### config.mk
export PLATFORM = sky130hd
export DESIGN_NAME = demux_direct_key_matrix_scan_top
export DESIGN_NICKNAME = d
export VERILOG_FILES = /design/src/hw/rtl/dkms_pkg.sv /design/src/hw/rtl/dkms_front.sv /design/src/hw/rtl/dkms_queue.sv /design/src/hw/rtl/dkms_back.sv /design/src/hw/rtl/demux_direct_key_matrix_scan_top.sv
export SDC_FILE = /design/constraint.sdc
export NUM_CORES = 1
export LEC_CHECK = 0
export BUFFER_PORTS_ARGS = -buffer_cell sky130_fd_sc_hd__buf_2
export CAP_MARGIN = 20
export CORE_MARGIN = 3
export CORE_UTILIZATION = 53
export CTS_CLUSTER_DIAMETER = 150
export DETAILED_ROUTE_END_ITERATION = 6
export GPL_TIMING_DRIVEN = 0
export HOLD_SLACK_MARGIN = 0.05
export PLACE_DENSITY = 0.69
export SLEW_MARGIN = 10
export SYNTH_ARGS = -nofsm -noshare
export SYNTH_HDL_FRONTEND = slang
export SYNTH_SLANG_ARGS = --single-unit
### constraint.sdc
create_clock -name clk -period 11.3 [get_ports clk]
set_clock_uncertainty 0.05 [all_clocks]
set_input_delay 2.26 -clock clk [delete_from_list [all_inputs] [get_ports clk]]
set_output_delay 2.26 -clock clk [all_outputs]
set_load 0.01 [all_outputs]
### src/hw/rtl/dkms_pkg.sv
package dkms_pkg;

    // Fixed field widths of the item and result channels.
    localparam int ROW_W     = 8;
    localparam int ROW_IDX_W = 3;
    localparam int COL_W     = 5;

    // Configuration register widths and the write data width.
    localparam int DEMUX_BITS_W = 3;
    localparam int DIRECT_CNT_W = 4;
    localparam int ROWS_USE_W   = 4;
    localparam int CFG_DATA_W   = 4;
    localparam int CFG_INDEX_W  = 2;

    // Configuration register indexes.
    localparam logic [CFG_INDEX_W-1:0] REG_DEMUX_SELECT_BITS   = 2'd0;
    localparam logic [CFG_INDEX_W-1:0] REG_DIRECT_COLUMN_COUNT = 2'd1;
    localparam logic [CFG_INDEX_W-1:0] REG_ROWS_IN_USE         = 2'd2;

    // Configuration reset values.
    localparam logic [DEMUX_BITS_W-1:0] DEMUX_BITS_RESET = 3'd4;
    localparam logic [DIRECT_CNT_W-1:0] DIRECT_CNT_RESET = 4'd8;
    localparam logic [ROWS_USE_W-1:0]   ROWS_USE_RESET   = 4'd8;

    // Matrix limits. The row limit never exceeds the width of the row field.
    localparam int MAX_ROWS               = 8;
    localparam int MAX_DEMUX_BITS_DEF     = 4;
    localparam int MAX_DIRECT_COLUMNS_DEF = 8;
    localparam int ROW_LIMIT = (MAX_ROWS < ROW_W) ? MAX_ROWS : ROW_W;

    // Depth of the queue between the classifying front and the event back end.
    localparam int ITEM_QUEUE_DEPTH = 4;
    localparam int QPTR_W           = $clog2(ITEM_QUEUE_DEPTH);
    localparam int QCNT_W           = $clog2(ITEM_QUEUE_DEPTH + 1);

    // One classified column: which keys changed and what the back end reports.
    typedef struct packed {
        logic [ROW_W-1:0] changed;
        logic [ROW_W-1:0] sample;
        logic [COL_W-1:0] column;
        logic             pass_done;
        logic             any_down;
        logic [COL_W-1:0] next_column;
    } dkms_item_t;

endpackage

### src/hw/rtl/dkms_front.sv
module dkms_front
    import dkms_pkg::*;
#(
    parameter int MAX_DEMUX_BITS     = MAX_DEMUX_BITS_DEF,
    parameter int MAX_DIRECT_COLUMNS = MAX_DIRECT_COLUMNS_DEF
)
(
    input  logic                   clk,
    input  logic                   rst_n,
    input  logic                   push,
    output logic                   full,
    input  logic [ROW_W-1:0]       row_bits,
    input  logic                   cfg_valid,
    output logic                   cfg_ready,
    input  logic [CFG_INDEX_W-1:0] cfg_index,
    input  logic [CFG_DATA_W-1:0]  cfg_data,
    input  logic [QCNT_W-1:0]      q_count,
    output logic                   q_push,
    output dkms_item_t             q_item
);

    localparam int DEPTH = (1 << MAX_DEMUX_BITS) + MAX_DIRECT_COLUMNS;
    localparam int CW    = (DEPTH > 1) ? $clog2(DEPTH) : 1;
    localparam int NW    = $clog2(DEPTH + 1);

    // Configuration registers.
    logic [DEMUX_BITS_W-1:0] demux_bits_reg;
    logic [DIRECT_CNT_W-1:0] direct_cnt_reg;
    logic [ROWS_USE_W-1:0]   rows_use_reg;
    logic                    cfg_hit;

    // Column sequencer and pass state.
    logic [CW-1:0]    pos_reg, pos_next;
    logic [ROW_W-1:0] parked_reg;
    logic             pass_any_reg;

    // Read stage.
    logic             s1_valid_reg;
    logic [CW-1:0]    s1_col_reg;
    logic [ROW_W-1:0] s1_rows_reg;
    logic             s1_done_reg;
    logic [COL_W-1:0] s1_next_reg;
    logic [ROW_W-1:0] rd_data_reg;

    // Key state memory with one valid bit per column.
    logic [ROW_W-1:0] key_mem [DEPTH];
    logic [DEPTH-1:0] key_valid_reg;

    logic [DEMUX_BITS_W-1:0] eff_bits;
    logic [NW-1:0]           demux_cols;
    logic [NW-1:0]           eff_direct;
    logic [NW-1:0]           total;
    logic [ROWS_USE_W-1:0]   eff_rows;
    logic [ROW_W-1:0]        mask;
    logic                    accept;
    logic [CW-1:0]           col_cur;
    logic [NW-1:0]           col_inc;
    logic                    col_done;
    logic [CW+COL_W-1:0]     next_wide;
    logic [CW+COL_W-1:0]     s1_col_wide;
    logic [ROW_W-1:0]        old_state;
    logic [ROW_W-1:0]        held;
    logic                    s1_is_demux;
    logic                    s1_is_parked;
    logic [ROW_W-1:0]        sample;
    logic [ROW_W-1:0]        new_state;
    logic                    any_now;

    assign cfg_ready = 1'b1;

    // Effective register values, saturated into their ranges.
    always_comb
    begin
        eff_bits = demux_bits_reg;
        if (eff_bits == '0)
        begin
            eff_bits = DEMUX_BITS_W'(1);
        end
        if (eff_bits > DEMUX_BITS_W'(MAX_DEMUX_BITS))
        begin
            eff_bits = DEMUX_BITS_W'(MAX_DEMUX_BITS);
        end
        demux_cols = NW'(1) << eff_bits;

        if ({1'b0, direct_cnt_reg} > 5'(MAX_DIRECT_COLUMNS))
        begin
            eff_direct = NW'(MAX_DIRECT_COLUMNS);
        end
        else
        begin
            eff_direct = NW'(direct_cnt_reg);
        end
        total = demux_cols + eff_direct;

        eff_rows = rows_use_reg;
        if (eff_rows == '0)
        begin
            eff_rows = ROWS_USE_W'(1);
        end
        if (eff_rows > ROWS_USE_W'(ROW_LIMIT))
        begin
            eff_rows = ROWS_USE_W'(ROW_LIMIT);
        end
        for (int i = 0; i < ROW_W; i++)
        begin
            mask[i] = (ROWS_USE_W'(i) < eff_rows);
        end
    end

    // Room is reserved for the item in the read stage as well.
    assign full   = ({1'b0, q_count} + (QCNT_W+1)'(s1_valid_reg))
                    >= (QCNT_W+1)'(ITEM_QUEUE_DEPTH);
    assign accept = push && !full;

    // Column to sample now and the one to announce after it.
    always_comb
    begin
        col_cur   = (NW'(pos_reg) >= total) ? '0 : pos_reg;
        col_inc   = NW'(col_cur) + NW'(1);
        col_done  = (col_inc >= total);
        pos_next  = col_done ? '0 : CW'(col_inc);
        next_wide = {{COL_W{1'b0}}, pos_next};
    end

    // Configuration decode; a write to a listed register restarts the pass.
    always_comb
    begin
        case (cfg_index)
            REG_DEMUX_SELECT_BITS:   cfg_hit = cfg_valid;
            REG_DIRECT_COLUMN_COUNT: cfg_hit = cfg_valid;
            REG_ROWS_IN_USE:         cfg_hit = cfg_valid;
            default:                 cfg_hit = 1'b0;
        endcase
    end

    always_ff @(posedge clk or negedge rst_n)
    begin
        if (!rst_n)
        begin
            demux_bits_reg <= DEMUX_BITS_RESET;
            direct_cnt_reg <= DIRECT_CNT_RESET;
            rows_use_reg   <= ROWS_USE_RESET;
        end
        else if (cfg_valid)
        begin
            case (cfg_index)
                REG_DEMUX_SELECT_BITS:   demux_bits_reg <= cfg_data[DEMUX_BITS_W-1:0];
                REG_DIRECT_COLUMN_COUNT: direct_cnt_reg <= cfg_data[DIRECT_CNT_W-1:0];
                REG_ROWS_IN_USE:         rows_use_reg   <= cfg_data[ROWS_USE_W-1:0];
                default:                 ;
            endcase
        end
    end

    // Classify the column held in the read stage.
    always_comb
    begin
        s1_col_wide  = {{COL_W{1'b0}}, s1_col_reg};
        old_state    = key_valid_reg[s1_col_reg] ? rd_data_reg : '0;
        held         = parked_reg & mask;
        s1_is_demux  = (NW'(s1_col_reg) < demux_cols);
        s1_is_parked = (NW'(s1_col_reg) == (demux_cols - NW'(1)));
        if (s1_is_demux)
        begin
            sample = s1_rows_reg;
        end
        else
        begin
            sample = ((s1_rows_reg & ~held) | (old_state & held)) & mask;
        end
        new_state = (old_state & ~mask) | sample;
        any_now   = pass_any_reg || (sample != '0);

        q_push              = s1_valid_reg;
        q_item.changed      = (sample ^ old_state) & mask;
        q_item.sample       = sample;
        q_item.column       = s1_col_wide[COL_W-1:0];
        q_item.pass_done    = s1_done_reg;
        q_item.any_down     = s1_done_reg && any_now;
        q_item.next_column  = s1_next_reg;
    end

    // Control state of the sequencer and the read stage.
    always_ff @(posedge clk or negedge rst_n)
    begin
        if (!rst_n)
        begin
            pos_reg       <= '0;
            parked_reg    <= '0;
            pass_any_reg  <= 1'b0;
            s1_valid_reg  <= 1'b0;
            key_valid_reg <= '0;
        end
        else
        begin
            s1_valid_reg <= accept;
            if (cfg_hit)
            begin
                pos_reg <= '0;
            end
            else if (accept)
            begin
                pos_reg <= pos_next;
            end

            if (cfg_hit)
            begin
                pass_any_reg <= 1'b0;
            end
            else if (s1_valid_reg)
            begin
                pass_any_reg <= s1_done_reg ? 1'b0 : any_now;
            end

            if (s1_valid_reg && s1_is_parked)
            begin
                parked_reg <= s1_rows_reg;
            end
            if (s1_valid_reg)
            begin
                key_valid_reg[s1_col_reg] <= 1'b1;
            end
        end
    end

    // Read stage payload.
    always_ff @(posedge clk)
    begin
        if (accept)
        begin
            s1_col_reg  <= col_cur;
            s1_rows_reg <= row_bits & mask;
            s1_done_reg <= col_done;
            s1_next_reg <= next_wide[COL_W-1:0];
        end
    end

    // Key state memory: read on accept, written back from the read stage.
    always_ff @(posedge clk)
    begin
        if (accept)
        begin
            rd_data_reg <= key_mem[col_cur];
        end
        if (s1_valid_reg)
        begin
            key_mem[s1_col_reg] <= new_state;
        end
    end

endmodule

### src/hw/rtl/dkms_queue.sv
module dkms_queue
    import dkms_pkg::*;
(
    input  logic              clk,
    input  logic              rst_n,
    input  logic              wr_en,
    input  dkms_item_t        wr_item,
    input  logic              rd_en,
    output dkms_item_t        rd_item,
    output logic              q_empty,
    output logic [QCNT_W-1:0] count
);

    dkms_item_t          entry_reg [ITEM_QUEUE_DEPTH];
    logic [QPTR_W-1:0]   wr_ptr_reg;
    logic [QPTR_W-1:0]   rd_ptr_reg;
    logic [QCNT_W-1:0]   count_reg;

    assign rd_item = entry_reg[rd_ptr_reg];
    assign q_empty = (count_reg == '0);
    assign count   = count_reg;

    // Pointers and fill count.
    always_ff @(posedge clk or negedge rst_n)
    begin
        if (!rst_n)
        begin
            wr_ptr_reg <= '0;
            rd_ptr_reg <= '0;
            count_reg  <= '0;
        end
        else
        begin
            if (wr_en)
            begin
                wr_ptr_reg <= (wr_ptr_reg == QPTR_W'(ITEM_QUEUE_DEPTH - 1))
                              ? '0 : wr_ptr_reg + QPTR_W'(1);
            end
            if (rd_en)
            begin
                rd_ptr_reg <= (rd_ptr_reg == QPTR_W'(ITEM_QUEUE_DEPTH - 1))
                              ? '0 : rd_ptr_reg + QPTR_W'(1);
            end
            if (wr_en && !rd_en)
            begin
                count_reg <= count_reg + QCNT_W'(1);
            end
            else if (rd_en && !wr_en)
            begin
                count_reg <= count_reg - QCNT_W'(1);
            end
        end
    end

    // Entry storage.
    always_ff @(posedge clk)
    begin
        if (wr_en)
        begin
            entry_reg[wr_ptr_reg] <= wr_item;
        end
    end

endmodule

### src/hw/rtl/dkms_back.sv
module dkms_back
    import dkms_pkg::*;
(
    input  logic                 clk,
    input  logic                 rst_n,
    input  dkms_item_t           head,
    input  logic                 q_empty,
    output logic                 q_pop,
    output logic                 empty,
    input  logic                 pop,
    output logic                 event_valid,
    output logic [ROW_IDX_W-1:0] event_row,
    output logic [COL_W-1:0]     event_column,
    output logic                 event_pressed,
    output logic                 last_of_item,
    output logic                 pass_done,
    output logic                 any_key_down,
    output logic [COL_W-1:0]     next_column
);

    logic                 out_valid_reg;
    logic                 started_reg;
    logic [ROW_W-1:0]     remain_reg;
    logic                 ev_valid_reg;
    logic [ROW_IDX_W-1:0] ev_row_reg;
    logic [COL_W-1:0]     ev_col_reg;
    logic                 ev_pressed_reg;
    logic                 last_reg;
    logic                 done_reg;
    logic                 any_reg;
    logic [COL_W-1:0]     next_col_reg;

    logic [ROW_W-1:0]     remain;
    logic [ROW_IDX_W-1:0] sel;
    logic [ROW_W-1:0]     remain_after;
    logic                 has_event;
    logic                 is_last;
    logic                 load;

    // Pick the lowest changed row still to be reported for the head item.
    always_comb
    begin
        remain = started_reg ? remain_reg : head.changed;
        sel    = '0;
        for (int i = ROW_W - 1; i >= 0; i--)
        begin
            if (remain[i])
            begin
                sel = ROW_IDX_W'(i);
            end
        end
        remain_after = remain & ~(ROW_W'(1) << sel);
        has_event    = (remain != '0);
        is_last      = (remain_after == '0);
    end

    assign empty = !out_valid_reg;
    assign load  = !q_empty && (!out_valid_reg || pop);
    assign q_pop = load && is_last;

    // Output register control and per-item progress.
    always_ff @(posedge clk or negedge rst_n)
    begin
        if (!rst_n)
        begin
            out_valid_reg <= 1'b0;
            started_reg   <= 1'b0;
        end
        else
        begin
            if (load)
            begin
                out_valid_reg <= 1'b1;
                started_reg   <= !is_last;
            end
            else if (pop)
            begin
                out_valid_reg <= 1'b0;
            end
        end
    end

    // Result payload.
    always_ff @(posedge clk)
    begin
        if (load)
        begin
            remain_reg     <= remain_after;
            ev_valid_reg   <= has_event;
            ev_row_reg     <= has_event ? sel : '0;
            ev_col_reg     <= has_event ? head.column : '0;
            ev_pressed_reg <= has_event && head.sample[sel];
            last_reg       <= is_last;
            done_reg       <= head.pass_done;
            any_reg        <= head.any_down;
            next_col_reg   <= head.next_column;
        end
    end

    assign event_valid   = ev_valid_reg;
    assign event_row     = ev_row_reg;
    assign event_column  = ev_col_reg;
    assign event_pressed = ev_pressed_reg;
    assign last_of_item  = last_reg;
    assign pass_done     = done_reg;
    assign any_key_down  = any_reg;
    assign next_column   = next_col_reg;

endmodule

### src/hw/rtl/demux_direct_key_matrix_scan_top.sv
// Key matrix scan engine for a demultiplexed column bank followed by
// directly driven columns.
// Drive the column shown on next_column, let the rows settle, then push
// the row vector on row_bits; a transfer happens when push is high and
// full is low. Results come out like a queue: while empty is low the
// oldest result is on the result ports, and pop takes it.
// Each item gives one result per changed key, lowest row first, or a
// single result with event_valid low; last_of_item marks its final one.
// The configuration channel takes a write whenever cfg_valid is high
// (cfg_ready always high); index 0-2 writes restart the pass at column 0.
// Write configuration only while no results are pending.
// An accepted item passes the read stage and the queue before its first
// result is loaded into the result register. The front takes one item
// per cycle while full is low; the serializer, which sets the sustained
// rate, emits one result per cycle while pop keeps up.
// Reset releases all keys, starts the pass at column 0 and loads the
// register defaults of 4 demux bits, 8 direct columns and 8 rows.
// If the receiver stalls, up to four classified items wait in the
// internal queue, then full rises until results are taken.
module demux_direct_key_matrix_scan_top
    import dkms_pkg::*;
#(
    parameter int MAX_DEMUX_BITS     = MAX_DEMUX_BITS_DEF,
    parameter int MAX_DIRECT_COLUMNS = MAX_DIRECT_COLUMNS_DEF
)
(
    input  logic                   clk,
    input  logic                   rst_n,
    input  logic                   push,
    output logic                   full,
    input  logic [ROW_W-1:0]       row_bits,
    output logic                   empty,
    input  logic                   pop,
    output logic                   event_valid,
    output logic [ROW_IDX_W-1:0]   event_row,
    output logic [COL_W-1:0]       event_column,
    output logic                   event_pressed,
    output logic                   last_of_item,
    output logic                   pass_done,
    output logic                   any_key_down,
    output logic [COL_W-1:0]       next_column,
    input  logic                   cfg_valid,
    output logic                   cfg_ready,
    input  logic [CFG_INDEX_W-1:0] cfg_index,
    input  logic [CFG_DATA_W-1:0]  cfg_data
);

    logic              q_push;
    dkms_item_t        q_wr_item;
    logic              q_pop;
    dkms_item_t        q_head;
    logic              q_empty;
    logic [QCNT_W-1:0] q_count;

    // Column sequencer, key state and change classification.
    dkms_front #(
        .MAX_DEMUX_BITS     (MAX_DEMUX_BITS),
        .MAX_DIRECT_COLUMNS (MAX_DIRECT_COLUMNS)
    ) u_front (
        .clk       (clk),
        .rst_n     (rst_n),
        .push      (push),
        .full      (full),
        .row_bits  (row_bits),
        .cfg_valid (cfg_valid),
        .cfg_ready (cfg_ready),
        .cfg_index (cfg_index),
        .cfg_data  (cfg_data),
        .q_count   (q_count),
        .q_push    (q_push),
        .q_item    (q_wr_item)
    );

    // Classified items waiting for the event serializer.
    dkms_queue u_queue (
        .clk     (clk),
        .rst_n   (rst_n),
        .wr_en   (q_push),
        .wr_item (q_wr_item),
        .rd_en   (q_pop),
        .rd_item (q_head),
        .q_empty (q_empty),
        .count   (q_count)
    );

    // Event serializer and result register.
    dkms_back u_back (
        .clk           (clk),
        .rst_n         (rst_n),
        .head          (q_head),
        .q_empty       (q_empty),
        .q_pop         (q_pop),
        .empty         (empty),
        .pop           (pop),
        .event_valid   (event_valid),
        .event_row     (event_row),
        .event_column  (event_column),
        .event_pressed (event_pressed),
        .last_of_item  (last_of_item),
        .pass_done     (pass_done),
        .any_key_down  (any_key_down),
        .next_column   (next_column)
    );

endmodule
# Word-level counts from Yosys, hierarchy flattened
# Memory sizes are Yosys's and may differ from the RTL's. A register that Yosys moved wholly into a read port is not among the register bits.
# Index checks and enable logic that the tools add are counted.
totals:
  mem_bits_rw: 304
  reg_bits: 104
  inputBits: 19
  memories: 2
  elab_cells: 146
op_classes:
  eq_ne: 5
  n_shift: 2
  mux: 38
  bitwise_logic: 15
  order_cmp: 18
  n_reduce_logical: 32
  addsub: 8
mem_list:
  columns: ["name", "words", "width", "rd", "rd_ports_with_merged_regs", "wr", "line_no", "rtl"]
  rows:
  - ["u_front.key_mem", 24, 8, 1, 1, 1, "dkms_front.sv:46", "logic [ROW_W-1:0] key_mem [DEPTH];"]
  - ["u_queue.entry_reg", 4, 28, 1, 0, 1, "dkms_queue.sv:14", "dkms_item_t entry_reg [ITEM_QUEUE_DEPTH];"]
op_table:
  columns: ["op", "n"]
  rows:
  - ["$and 8x8->8", 8]
  - ["$mux 3", 12]
  - ["$mux 8", 3]
  - ["$not 8->8", 3]
  - ["$or 24x24->24", 1]
  - ["$mux 5", 4]
  - ["$lt 3x4->1 const A", 4]
  - ["$or 8x8->8", 2]
  - ["$reduce_bool 8->1", 2]
  - ["$mux 4", 3]
  - ["$mux 1", 11]
  - ["$ge 5x5->1", 2]
  - ["$logic_and 1x1->1", 9]
  - ["$gt 4x4->1 const B", 2]
  - ["$logic_not 8->1", 1]
  - ["$lt 1x4->1 const A", 2]
  - ["$lt 2x4->1 const A", 2]
  - ["$reduce_bool 2->1", 4]
  - ["$shl 1x3->8 const A", 1]
  - ["$xor 8x8->8", 1]
  - ["$eq 2x2->1 const B", 3]
  - ["$logic_not 1->1", 6]
  - ["$logic_not 3->1", 2]
  - ["$lt 5x6->1 const B", 1]
  - ["other kinds (24)", 29]

# Logic depth before layout (Yosys ltp)
# An unclocked memory read counts as a cell.
logic_depth:
  ltp_word: 18
  ltp_mapped: 24
  mapped_depth_nobuf: 21

# By module
# Synthesis repeated with hierarchy kept, for this count alone.
hier_totals:
  cells_unflattened: 1093
  hier_area_um2: 17486.8
by_module_without_submodules:
  columns: ["mod", "cells_per_inst", "area_each_um2", "seq_area_each_um2", "instances"]
  rows:
  - ["dkms_front", 800, 11663.7, 7831.3, 1]
  - ["dkms_queue", 182, 4449.3, 3538.4, 1]
  - ["dkms_back", 111, 1373.8, 830.8, 1]

# Worst setup path after synthesis
# No wires, ideal clock.
synth_path:
  path_type: "input to register"
  start: "in pop"
  end: "reg u_queue.count_reg[1] (netlist: u_queue.count[1])"
  setup_slack_ns: 6.060
  stages: 9
  t_arrival_ns: 5.065
  n_path_buf: 0
  setup_time_ns: 0.125
  cell_sequence: "inv_1 a21oi_1 nand2_1 nor3_2 inv_1 ha_1 inv_1 fa_1 mux2_2"
synth_via:
  elab_chain_len: 6
synth_rtl:
  columns: ["item", "line_no", "rtl"]
  rows:
  - ["from (decl)", "demux_direct_key_matrix_scan_top.sv:33", "input logic pop,"]
  - ["$logic_or 1x1->1 *", "dkms_back.sv:58", "assign load = !q_empty && (!out_valid_reg || pop);"]
  - ["$logic_and 1x1->1 *", "dkms_back.sv:58", null]
  - ["net u_back.load", "dkms_back.sv:38", "logic load;"]
  - ["$logic_and 1x1->1 *", "dkms_back.sv:59", "assign q_pop = load && is_last;"]
  - ["$logic_not 1->1", "dkms_queue.sv:44", "if (wr_en && !rd_en)"]
  - ["$logic_and 1x1->1", "dkms_queue.sv:44", null]
  - ["$mux 3 / $reduce_bool 2->1 (equally long branches)", null, null]
  - ["to (signal assigned)", "dkms_queue.sv:46", "count_reg <= count_reg + QCNT_W'(1);"]
  - ["to (signal assigned)", "dkms_queue.sv:50", "count_reg <= count_reg - QCNT_W'(1);"]
  - ["to (decl)", "dkms_queue.sv:17", "logic [QCNT_W-1:0] count_reg;"]
# Mark *: on every way through the listed nets, which the timed path passes. The rest lies on a longest branch.
# A chain may end at the register's enable or synchronous reset.

# Final worst setup path
layout_path:
  start: "reg u_front.demux_bits_reg[0]"
  end: "reg u_front.pos_reg[0]"
layout_via:
  elab_chain_len: 13
layout_rtl:
  columns: ["item", "line_no", "rtl"]
  rows:
  - ["from (decl)", "dkms_front.sv:27", "logic [DEMUX_BITS_W-1:0] demux_bits_reg;"]
  - ["from (signal assigned)", "dkms_front.sv:147", "REG_DEMUX_SELECT_BITS: demux_bits_reg <= cfg_data[DEMUX_BITS_W-1:0];"]
  - ["$logic_not 3->1", "dkms_front.sv:75", "if (eff_bits == '0)"]
  - ["$mux 3 *", "dkms_front.sv:75", null]
  - ["$gt 3x3->1", "dkms_front.sv:79", "if (eff_bits > DEMUX_BITS_W'(MAX_DEMUX_BITS))"]
  - ["$mux 3 *", "dkms_front.sv:79", null]
  - ["$shl 1x3->5 *", "dkms_front.sv:83", "demux_cols = NW'(1) << eff_bits;"]
  - ["$add 5x4->5 *", "dkms_front.sv:93", "total = demux_cols + eff_direct;"]
  - ["$ge 5x5->1 *", "dkms_front.sv:118", "col_cur = (NW'(pos_reg) >= total) ? '0 : pos_reg;"]
  - ["$mux 5 *", "dkms_front.sv:118", null]
  - ["net u_front.col_cur[0]", "dkms_front.sv:56", "logic [CW-1:0] col_cur;"]
  - ["$add 5x1->5 *", "dkms_front.sv:119", "col_inc = NW'(col_cur) + NW'(1);"]
  - ["$ge 5x5->1 *", "dkms_front.sv:120", "col_done = (col_inc >= total);"]
  - ["net u_front.col_done", "dkms_front.sv:58", "logic col_done;"]
  - ["$mux 5 *", "dkms_front.sv:121", "pos_next = col_done ? '0 : CW'(col_inc);"]
  - ["$mux 5 *", "dkms_front.sv:201", "else if (accept)"]
  - ["$mux 5 *", "dkms_front.sv:197", "if (cfg_hit)"]
  - ["to (signal assigned)", "dkms_front.sv:203", "pos_reg <= pos_next;"]
  - ["to (decl)", "dkms_front.sv:33", "logic [CW-1:0] pos_reg, pos_next;"]
# Mark *: on every way through the listed nets, which the timed path passes. The rest lies on a longest branch. The select of a mux whose other input is x is not followed.

==> run_results.csv <==
group,metric,value,unit
status,outcome,"finished clean",
cells_and_area,final_nets,1372,
sta,rsz0062_at_grt,"false",
sta,fin_ws,4.87,ns
clock_tree,clockBufferDepth,3,
worst_setup_path,worst_path_most_repeated_cell,"ha_1",
sta,maxSlewViolCount,0,
synth,syn_area_per_cell,14.6,sq um
place,dp_worst_setup_slack,4.98,ns
power_and_ir_drop,seqPwrFrac,42.4,%
worst_setup_path,cp_slowest_cell,"clkbuf_1",
place,gp_congestion,0.912,
worst_setup_path,worstSetupPathType,"flop to flop",
detailed_routing,finalWirelength,41.2,mm
clock_tree,clk_latency,0.55,ns
sta,period_share,56.9,%
clock_tree,hold_buffers,0,
worst_setup_path,worstRegToRegCells,22,
die,dieArea,36100,sq um
worst_setup_path,setup.worst_path.end,"u_front.pos_reg[0]",
die,start_util,54.5,%
flow_run,maxCapViolCount,0,
cells_and_area,antennaDiodeCount,0,
global_route,grt_usage,23.3,%
die,fp.coreArea,32900,sq um
power_and_ir_drop,clkPwrFrac,27.8,%
worst_setup_path,r2r_slack,4.87,ns
cells_and_area,largest_reg_flops,192,
detailed_routing,antenna_left,0,
global_route,antenna_found_initial,0,
clock_tree,cts_buffers,43,
place,numPortBuffers,37,
power_and_ir_drop,internal-power,3.51,mW
sta,maxSlewHeadroom,31.4,%
synth,netlist.top_cell.by_area,"edfxtp_1",
synth,yosys-top-cells-area,"edfxtp_1 (60%), dfrtp_1 (7.8%), mux2_2 (2.9%)",
clock_tree,cts_tree,"done",
synth,netlist_instances,1234,
sta,timing.fmax,155,MHz
clock_tree,ctsResizeCount,0,
sta,whs,0.412,ns
global_route,grt_pass1_wl,63.9,mm
power_and_ir_drop,switchingPower,1.66,mW
detailed_routing,drt_iter0_drc,869,
worst_setup_path,worstReg2RegStart,"u_front.demux_bits_reg[0]",
worst_setup_path,cp_max_fo,10,
place,hpwl,28.9,mm
power_and_ir_drop,finalPower,5.17,mW
worst_setup_path,startpoint,"u_front.demux_bits_reg[0]",
power_and_ir_drop,power.density,253,nW/um^2
synth,yosysWarnings,0,
worst_setup_path,critPathMaxStageDelay,0.50,ns
detailed_routing,vias,10800,
synth,synth_top_area_share,59.7,%
clock_tree,cts_setup_buffers,0,
sta,tns,0,ns
power_and_ir_drop,pwr-share-comb,29.8,%
clock_tree,cts_max_level,2,
power_and_ir_drop,p_leak,7.28,nW
die,fp.dieH,190,microns
clock_tree,cts_root_buf,"clkbuf_16",
global_route,first_global_vias,10800,
sta,period_needed,6.43,ns
power_and_ir_drop,worst_ir_drop_vdd,0.167,mV
worst_setup_path,worstPathCellList,"nor3b_1 -> ha_1 -> xor2_1 -> ha_1 -> a21oi_1 -> o21ai_0 -> a211o_1 -> o211ai_1 -> clkbuf_1 -> nand2_1 -> clkbuf_1 -> nor2_1 -> ha_1 -> xor2_1 -> inv_1 -> ha_1 -> a21o_1 -> a311oi_1 -> nor2_1 -> a22o_1 -> clkbuf_1 -> o31ai_1",
synth,syn_area,18000,sq um
detailed_routing,firstDrtPassIters,5,
die,row_count,66,
sta,tightest_slew,1.03,ns
synth,yosysSeqAreaShare,67.9,%
detailed_routing,wl_per_cell,22.8,microns
clock_tree,clk_pin_slew,0.07,ns
worst_setup_path,worst_setup_path_end_kind,"flop",
synth,async_flop_share,14.2,%
die,io_pins,40,
detailed_routing,drc,0,
cells_and_area,synthToLayoutAreaGrowth,13.8,%
synth,synthFlopType,"edfxtp_1",
synth,yosysUniqueCellTypes,80,
worst_setup_path,worstPathRequired,11.69,ns
power_and_ir_drop,p_sw_share,32.1,%
worst_setup_path,start_kind,"flop",
die,die_x,190,microns
sta,setup_viol,0,
synth,yosys_register_bits,416,
detailed_routing,via_per_inst,5.95,
global_route,grt_start_max_net_pins,42,
worst_setup_path,r2r-end,"u_front.pos_reg[0]",
worst_setup_path,cp.arrival,6.83,ns
cells_and_area,drive_above_1_share,18.8,%
hold_path,worstHoldPathType,"flop to flop",
synth,synth_edf_count,357,
clock_tree,clock_sinks,416,
global_route,grt-ovfl-total,0,
sta,hold_violations,0,
-- how the worst min path moves through the flow --
stage / startpoint / to / slack [ns] / cells past startpoint
6_report: u_front.key_valid_reg[5] / u_front.key_valid_reg[5] / 0.41 / 1
5_1_grt: u_front.key_valid_reg[21] / u_front.key_valid_reg[21] / 0.42 / 1
4_1_cts: u_front.key_valid_reg[17] / u_front.key_valid_reg[17] / 0.41 / 1
3_5_place_dp: u_front.key_valid_reg[5] / u_front.key_valid_reg[5] / 0.40 / 1
3_3_place_gp: u_front.key_valid_reg[15] / u_front.key_valid_reg[15] / 0.39 / 1
2_1_floorplan: u_front.key_valid_reg[13] / u_front.key_valid_reg[13] / 0.38 / 1
-- through the flow --
stage / utilization, % / cell area [sq um] / instances
6_report: 62.0 / 20400 / 1806
5_1_grt: 62.0 / 20400 / 1806
4_1_cts: 62.0 / 20400 / 1806
3_5_place_dp: 57.6 / 19000 / 1726
3_3_place_gp: 56.8 / 18700 / 1715
2_1_floorplan: - / 18000 / 1236
-- routing by layer --
| layer | vias to the layer above | track usage (%) | share of wire, % |
|---|---|---|---|
| li1 | 4915 | - | - |
| met1 | 5336 | 30.7 | 41 |
| met2 | 403 | 39.4 | 49 |
| met3 | 98 | 3.24 | 6.0 |
| met4 | 0 | 9.50 | 4.4 |
| met5 | - | 0 | 0 |
-- critical path, delay by kind of cell (launching register included) --
kind / cells / cell delay [ns]
AOI/OAI and AO/OA: 8 / 1.84
buffers and inverters: 4 / 1.09
adders and majority gates: 4 / 1.24
DFF: 1 / 0.40
and+or+nand+nor: 4 / 1.17
xor gates and xnor gates: 2 / 0.52
-- power groups by stage --
| stage | clock network [mW] | registers [mW] | logic [mW] |
|---|---|---|---|
| 6_report | 1.43 | 2.19 | 1.54 |
| 2_1_floorplan | 0 | 2.20 | 0.978 |
| 5_1_grt | 1.52 | 2.21 | 1.67 |
| 3_3_place_gp | 0 | 2.23 | 1.42 |
| 3_5_place_dp | 0 | 2.22 | 1.53 |
| 4_1_cts | 1.46 | 2.19 | 1.54 |
-- kinds of logic (layout without fill, tap and decap cells) --
logic type / Yosys count / in the layout / synth area share [%]
AO/OA/AOI/OAI: 212 / 212 / 8.71
adder cells (fa/ha/maj): 25 / 25 / 1.81
buffers and inverters: 127 / 255 / 2.79
flip-flops: 416 / 416 / 67.9
other: 2 / 4 / 0.0418
AND/OR/NAND/NOR: 324 / 324 / 9.39
XOR/XNOR: 16 / 16 / 0.780
multiplexers: 112 / 112 / 8.55
-- cell usage in the layout (no fill, tap or decap), types with 22 or more instances in the layout --
cell / count
buf_2: 41
edfxtp_1: 357
mux4_2: 22
clkbuf_1: 58
mux2i_1: 37
nand2_1: 37
o21ai_0: 25
nand3_1: 26
nor2b_1: 25
a21oi_1: 25
inv_1: 64
ha_1: 22
nor2_1: 108
mux2_2: 47
or2_2: 31
a41oi_1: 27
dfrtp_1: 56
clkbuf_16: 45
o22ai_1: 25
-- area by class of cell --
class,count,area (sq um)
plain buffers,63,262
clock buffers,60,1230
clock inverters,20,224
fillers,2450,12500
inverters,64,240
multi-input cells,693,5330
flip-flops and latches,416,12200
well taps,442,553
repair buffers,48,395
-- Yosys cell counts (all sizes together), types with 8 or more instances --
master	n
or2	31
mux2i	38
o211ai	11
nand3	26
mux4	27
clkbuf	48
nand2b	9
buf	15
nor3	11
a22oi	8
nor2	108
edfxtp	357
nor2b	25
a21oi	27
inv	64
o221ai	13
or4	8
or3	8
ha	22
a21boi	10
a41oi	27
mux2	47
o21ai	34
dfrtp	56
nand4	14
o22ai	25
and3	10
nand2	39
and2	15
xnor2	11
Power figures use the tool's default switching activity.
